File: src/sv/segment_window_crossing_macros.svh
// assertion macros for the segment window crossing block
`ifndef SEGMENT_WINDOW_CROSSING_MACROS_SVH
`define SEGMENT_WINDOW_CROSSING_MACROS_SVH

// plain property checked on every clock out of reset
`define SWC_ASSERT(lbl, prop, msg) \
    lbl: assert property (@(posedge i_clk) disable iff (!i_rst_n) prop) else $error(msg);

// same-cycle implication checked on every clock out of reset
`define SWC_ASSERT_IMPL(lbl, ante, cons, msg) \
    lbl: assert property (@(posedge i_clk) disable iff (!i_rst_n) (ante) |-> (cons)) \
        else $error(msg);

`endif

File: src/sv/swc_pkg.sv
// shared types and constants of the segment window crossing block
`timescale 1ns / 1ps
`default_nettype none
package swc_pkg;
    localparam int IN_W        = 20;
    localparam int REG_W       = 11;
    localparam int COORD_W     = 19;
    localparam int PERIM_W     = 21;
    localparam int NEDGE       = 4;
    localparam int N_W         = 20;
    localparam int DIFF_W      = 21;
    localparam int PROD_W      = 42;
    localparam int NUM_W       = 43;
    localparam int CROSS_W     = 40;
    localparam int QW          = 21;
    localparam int DEN_W       = 21;
    localparam int MAG_W       = DEN_W + QW;
    localparam int QS_W        = QW + 1;
    localparam int DIV_STEPS   = 3;
    localparam int DIV_STG     = QW / DIV_STEPS;
    localparam int IN_TDATA_W  = 80;
    localparam int OUT_TDATA_W = 64;
    localparam int OUT_TUSER_W = 3;
    localparam int CFG_ADDR_W  = 1;

    localparam logic [CFG_ADDR_W-1:0] REG_WIDTH  = 1'd0;
    localparam logic [CFG_ADDR_W-1:0] REG_HEIGHT = 1'd1;
    localparam logic [REG_W-1:0] WIDTH_RST  = 11'd639;
    localparam logic [REG_W-1:0] HEIGHT_RST = 11'd399;

    typedef enum logic [1:0] {
        EDGE_LEFT   = 2'd0,
        EDGE_RIGHT  = 2'd1,
        EDGE_BOTTOM = 2'd2,
        EDGE_TOP    = 2'd3
    } t_edge;

    typedef struct packed {
        logic             neg;
        logic [MAG_W-1:0] mag;
        logic [DEN_W-1:0] den;
    } t_div_in;

    typedef struct packed {
        logic          neg;
        logic          rem_nz;
        logic [QW-1:0] quo;
    } t_div_out;

    typedef struct packed {
        logic [NEDGE-1:0]                st;
        logic [NEDGE-1:0][IN_W-1:0]      ao;
        logic [NEDGE-1:0][NEDGE-1:0]     lt;
    } t_side;
endpackage
`default_nettype wire

File: src/sv/swc_div.sv
// pipelined restoring divider, a few quotient bits per stage
`timescale 1ns / 1ps
`default_nettype none
module swc_div (
    input  wire logic              i_clk,
    input  wire logic              i_en,
    input  wire swc_pkg::t_div_in  i_d,
    output swc_pkg::t_div_out      o_q
);
    import swc_pkg::*;

    logic [DEN_W-1:0] r_rem [DIV_STG];
    logic [QW-1:0]    r_low [DIV_STG];
    logic [QW-1:0]    r_quo [DIV_STG];
    logic [DEN_W-1:0] r_den [DIV_STG];
    logic             r_neg [DIV_STG];
    logic [DEN_W-1:0] n_rem [DIV_STG];
    logic [QW-1:0]    n_low [DIV_STG];
    logic [QW-1:0]    n_quo [DIV_STG];

    always_comb begin
        logic [DEN_W-1:0] rem;
        logic [QW-1:0]    low;
        logic [QW-1:0]    quo;
        logic [DEN_W-1:0] den;
        logic [DEN_W:0]   trial;
        for (int k = 0; k < DIV_STG; k++) begin
            if (k == 0) begin
                rem = i_d.mag[MAG_W-1:QW];
                low = i_d.mag[QW-1:0];
                quo = '0;
                den = i_d.den;
            end else begin
                rem = r_rem[k-1];
                low = r_low[k-1];
                quo = r_quo[k-1];
                den = r_den[k-1];
            end
            for (int s = 0; s < DIV_STEPS; s++) begin
                trial = {rem, low[QW-1]};
                low   = {low[QW-2:0], 1'b0};
                if (trial >= {1'b0, den}) begin
                    trial = trial - {1'b0, den};
                    quo   = {quo[QW-2:0], 1'b1};
                end else begin
                    quo   = {quo[QW-2:0], 1'b0};
                end
                rem = trial[DEN_W-1:0];
            end
            n_rem[k] = rem;
            n_low[k] = low;
            n_quo[k] = quo;
        end
    end

    always_ff @(posedge i_clk) begin
        if (i_en) begin
            for (int k = 0; k < DIV_STG; k++) begin
                r_rem[k] <= n_rem[k];
                r_low[k] <= n_low[k];
                r_quo[k] <= n_quo[k];
                if (k == 0) begin
                    r_den[k] <= i_d.den;
                    r_neg[k] <= i_d.neg;
                end else begin
                    r_den[k] <= r_den[k-1];
                    r_neg[k] <= r_neg[k-1];
                end
            end
        end
    end

    assign o_q.neg    = r_neg[DIV_STG-1];
    assign o_q.rem_nz = |r_rem[DIV_STG-1];
    assign o_q.quo    = r_quo[DIV_STG-1];
endmodule
`default_nettype wire

File: config.mk
export PLATFORM = sky130hd
export DESIGN_NAME = swc_div
export DESIGN_NICKNAME = d
export VERILOG_FILES = /design/src/sv/segment_window_crossing_macros.svh /design/src/sv/swc_pkg.sv /design/src/sv/swc_div.sv
export SDC_FILE = /design/constraint.sdc
export NUM_CORES = 2
export LEC_CHECK = 0
export BUFFER_PORTS_ARGS = -buffer_cell sky130_fd_sc_hd__clkbuf_2
export CORE_AREA = 2 2 283 285
export DETAILED_ROUTE_END_ITERATION = 12
export DIE_AREA = 0 0 285 287
export PLACE_DENSITY = 0.73
export SYNTH_ARGS = -nofsm -noshare
export SYNTH_HDL_FRONTEND = slang
export SYNTH_SLANG_ARGS = --single-unit
export TNS_END_PERCENT = 10
File: constraint.sdc
create_clock -name i_clk -period 16.7 [get_ports i_clk]
set_input_delay 2.505 -clock i_clk [delete_from_list [all_inputs] [get_ports i_clk]]
set_output_delay 2.505 -clock i_clk [all_outputs]
set_load 0.02 [all_outputs]
After elaboration in Yosys (flattened, before gate mapping)
Memories as Yosys holds them, arrays and structs flattened.
Index checks and enable logic that the tools add are counted.
- flip-flop bits (word level): 0
- bits in writable memories: 574
- input bits: 66
- memories kept: 5
- memory list (name ; words ; bits a word ; rd ports ; clocked after Yosys merged registers in ; wr ports ; line ; source):
    r_den ; 7 ; 21 ; 6 ; 0 ; 7 ; swc_div.sv:15 ; logic [DEN_W-1:0] r_den [DIV_STG];
    r_quo ; 7 ; 21 ; 7 ; 0 ; 7 ; swc_div.sv:14 ; logic [QW-1:0] r_quo [DIV_STG];
    r_rem ; 7 ; 21 ; 7 ; 0 ; 7 ; swc_div.sv:12 ; logic [DEN_W-1:0] r_rem [DIV_STG];
    r_low ; 7 ; 18 ; 6 ; 0 ; 7 ; swc_div.sv:13 ; logic [QW-1:0] r_low [DIV_STG];
    r_neg ; 7 ; 1 ; 7 ; 0 ; 7 ; swc_div.sv:16 ; logic r_neg [DIV_STG];
- add/subtract/negate cells: 21
- $lt $le $gt $ge: 21
- multiplexer cells: 44
- reduce and logical (&&, ||, !) cells: 1
- operators by type and width (kind ; number):
    >= comparator 22 x 21 -> 1 bit ; 21
    two-way mux 21 bit ; 21
    subtractor 21 bit ; 21
    two-way mux 1 bit ; 23
    OR reduction 21 bit ; 1

Logic depth before layout (Yosys ltp)
An unclocked memory read counts as a cell.
- word-level depth: 7
- depth in mapped cells: 39
- mapped depth without buffers: 36

Worst setup path before layout
No wires, ideal clock.
- kind: input port to flip-flop
- from: in i_d[41] (netlist name)
- to: mem r_rem[0][10] (data pin)
- arrival: 10.124 ns
- setup slack: 6.316 ns
- stages: 38
- buffers on the path: 5
- cell sequence: inv_1 ha_1 inv_1 fa_1 a211oi_1 nor4_1 nor3_1 o211ai_1 a21oi_1 nor2_1 buf_1 buf_2 mux2_2 ha_1 a211oi_1 o21ai_0 a31oi_1 o2111a_1 (+2 left out) and4_1 buf_2 inv_2 buf_2 nor2_1 a21oi_1 fa_1 a21oi_1 o21ai_0 a221oi_1 o221a_2 a21oi_1 nand4_1 nand3_1 nor3_1 a21o_1 buf_2 mux2_2
- RTL lines (element ; line ; source):
    from (decl) ; swc_div.sv:7 ; input wire swc_pkg::t_div_in i_d,
    to (decl) ; swc_div.sv:12 ;

==> results.json <==
{
  "status": "complete, no violations",
  "dieWidth_um": 285,
  "avgSynthCellArea_um2": 9.58,
  "overflow": 0,
  "layout_common_cells": "ha_1, edfxtp_1, a21oi_1",
  "hpwlAfterDp_um": 77000,
  "cts_root_buf": "clkbuf_16",
  "ys_types": 92,
  "first_pass_iters": 6,
  "use_met1_pct": 29.5,
  "diodes": 0,
  "cts_buffers": 51,
  "multi_input_area_um2": 24700,
  "crit_path_end_kind": "register",
  "clock_path_buffers": 3,
  "antenna_found_initial": 0,
  "rsz0062_at_grt": "no",
  "dieArea_um2": 81800,
  "grt_max_degree": 99,
  "met3_usage_pct": 2.72,
  "syn2layout_area_growth_pct": 8.34,
  "drv_slew": 0,
  "die_h_um": 287,
  "grt-busiest-layer": "met2",
  "wirelength_um": 96600,
  "startpoint_type": "primary input",
  "path_class": "in -> reg",
  "drv_cap": 0,
  "finalWorstPathRequiredPeriod_ns": 12.14,
  "yosysSeqAreaShare_pct": 32.9,
  "critPathSlowestCell": "a221oi_1",
  "clkTransAtPathRegs_ns": 0.06,
  "critical_path.top_delay_family": "compound AO/OA/AOI/OAI gates",
  "grt_usage_pct": 23.1,
  "ioPinCount": 89,
  "timing.final.crit_share_pct": 72.7,
  "drtIter0Drc": 2396,
  "clock_latency_ns": 0.61,
  "ys.warnings.count": 0,
  "cts_tree": "done",
  "path_buf_inv": 4,
  "timing.critical_path.mode_cell": "a21oi_1",
  "n_fill_cell": 7116,
  "synth_cells": 4074,
  "finalSetupTns_ns": 0,
  "coreArea_um2": 78600,
  "gp_congestion": 0.940,
  "synth_edf_count": 427,
  "cp_max_fo": 27,
  "hold_buffers": 0,
  "cts_resized": 0,
  "wl_per_cell_um": 18.4,
  "hold_violations": 0,
  "num_vias": 31203,
  "grtUsageMet2_pct": 40.2,
  "grt_pass1_wl_um": 154000,
  "start_util_pct": 49.6,
  "final_common_cell": "ha_1",
  "setup_viol_count_final": 0,
  "async_flop_share_pct": 0,
  "fp-row-count": 103,
  "seq_area_um2": 12800,
  "max_slew.worst_pin.slew_ns": 1.22,
  "relSlewSlack_pct": 18.5,
  "port_buffers": 88,
  "syn_nets": 4602,
  "synth_area_um2": 39000,
  "drc_errors": 0,
  "ant_nets": 0,
  "hold_slack_ns": 0.410,
  "grt_pass1_vias": 29870,
  "cts_sinks": 427,
  "ys.flop_type": "edfxtp_1",
  "cts_max_level": 2,
  "max_stage_delay_ns": 0.72,
  "ys_ff_latch": 427,
  "post_cts_buffers": 0,
  "cp.required_ns": 17.04,
  "finalClockSkew_ns": 0.0183,
  "hp-class": "reg -> reg",
  "fmax_ghz": 0.0824,
  "drive_gt1_share_pct": 11.8,
  "cp_data_arrival_time_ns": 12.48,
  "nets": 4690,
  "via_per_inst": 5.94
}
-- cells in the mapped netlist (9+ instances only) --
master | number | share of area, %
a211o_1 | 9 | 0.20
a211oi_1 | 44 | 0.85
a21boi_0 | 9 | 0.17
a21o_1 | 130 | 2.5
a21oi_1 | 368 | 4.7
a221o_1 | 12 | 0.31
a311o_1 | 10 | 0.26
a31oi_1 | 43 | 0.69
and2_1 | 15 | 0.24
and3_1 | 42 | 0.67
and4_1 | 9 | 0.20
buf_2 | 22 | 0.28
clkbuf_1 | 33 | 0.32
edfxtp_1 | 427 | 33
fa_1 | 21 | 1.1
ha_1 | 441 | 14
inv_1 | 306 | 2.9
mux2_2 | 231 | 6.7
mux2_4 | 18 | 0.69
mux2i_1 | 44 | 1.1
nand2_1 | 229 | 2.2
nand2b_1 | 52 | 0.83
nand3_1 | 79 | 1.0
nand3b_1 | 9 | 0.17
nand4_1 | 55 | 0.88
nor2_1 | 287 | 2.8
nor2b_1 | 41 | 0.66
nor3_1 | 88 | 1.1
nor4_1 | 21 | 0.34
o211ai_1 | 35 | 0.67
o21a_1 | 53 | 1.0
o21ai_0 | 213 | 2.7
o21bai_1 | 43 | 0.83
o221ai_1 | 10 | 0.22
o311ai_0 | 9 | 0.20
o31a_1 | 14 | 0.31
o31ai_1 | 24 | 0.46
o41ai_1 | 13 | 0.29
or2_2 | 23 | 0.37
or3_1 | 36 | 0.58
or4_1 | 9 | 0.17
xnor2_1 | 221 | 5.0
xor2_1 | 115 | 2.6
-- registers in the layout, summed over array words and instances (netlist names) --
| signal | flops |
|---|---|
| r_den | 126 |
| r_low | 63 |
| r_neg | 7 |
| r_quo | 84 |
| r_rem | 147 |
-- area by class of cell --
cell class / instances / area share [%]
multi-input cells: 3263 / 58.4
clock inverters: 35 / 0.873
clock buffers: 59 / 3.09
well taps: 1050 / 3.11
flip-flops and latches: 427 / 30.3
inverters: 314 / 2.79
repair buffers: 105 / 1.37
-- final timing paths --
kind,startpoint,end,slack [ns],depth (start not counted)
max,i_d[1],r_rem[0][5]$_DFFE_PP_,4.56,33
min reg2reg,r_quo[5][10]$_DFFE_PP_,r_quo[6][13]$_DFFE_PP_,0.41,0
min,r_quo[5][10]$_DFFE_PP_,r_quo[6][13]$_DFFE_PP_,0.41,0
max reg2reg,r_den[3][1]$_DFFE_PP_,r_rem[4][18]$_DFFE_PP_,5.79,34
-- logic make-up (layout without fill, tap and decap cells) --
group | after synthesis | after routing | share of synthesized area, %
mux | 293 | 293 | 8.49
fa+ha+maj | 462 | 462 | 15.2
compound gates | 1157 | 1157 | 19.4
buf+inv | 384 | 513 | 3.91
simple gates | 1015 | 1015 | 12.6
xor+xnor | 336 | 336 | 7.54
flops | 427 | 427 | 32.9
-- per-layer routing --
layer / vias up / share of wire [%] / wire length (um)
li1: 15498 / - / -
met1: 14712 / 44 / 42000
met2: 804 / 48 / 46000
met3: 189 / 5.1 / 4930
met4: 0 / 3.7 / 3620
met5: - / 0 / 0
-- through the flow --
step | area, um^2 | util [%] | setup WS (ns) | instances
6_report | 42300 | 53.8 | 4.56 | 5253
5_1_grt | 42300 | 53.8 | 3.80 | 5253
4_1_cts | 42300 | 53.8 | 4.66 | 5253
3_5_place_dp | 40600 | 51.7 | 4.04 | 5159
3_3_place_gp | 40600 | 51.7 | 4.34 | 5159
2_1_floorplan | 39000 | - | 6.32 | 4074
Power is not shown: default switching activity piles up to over one toggle a cycle in this logic, so the estimate is an artifact.
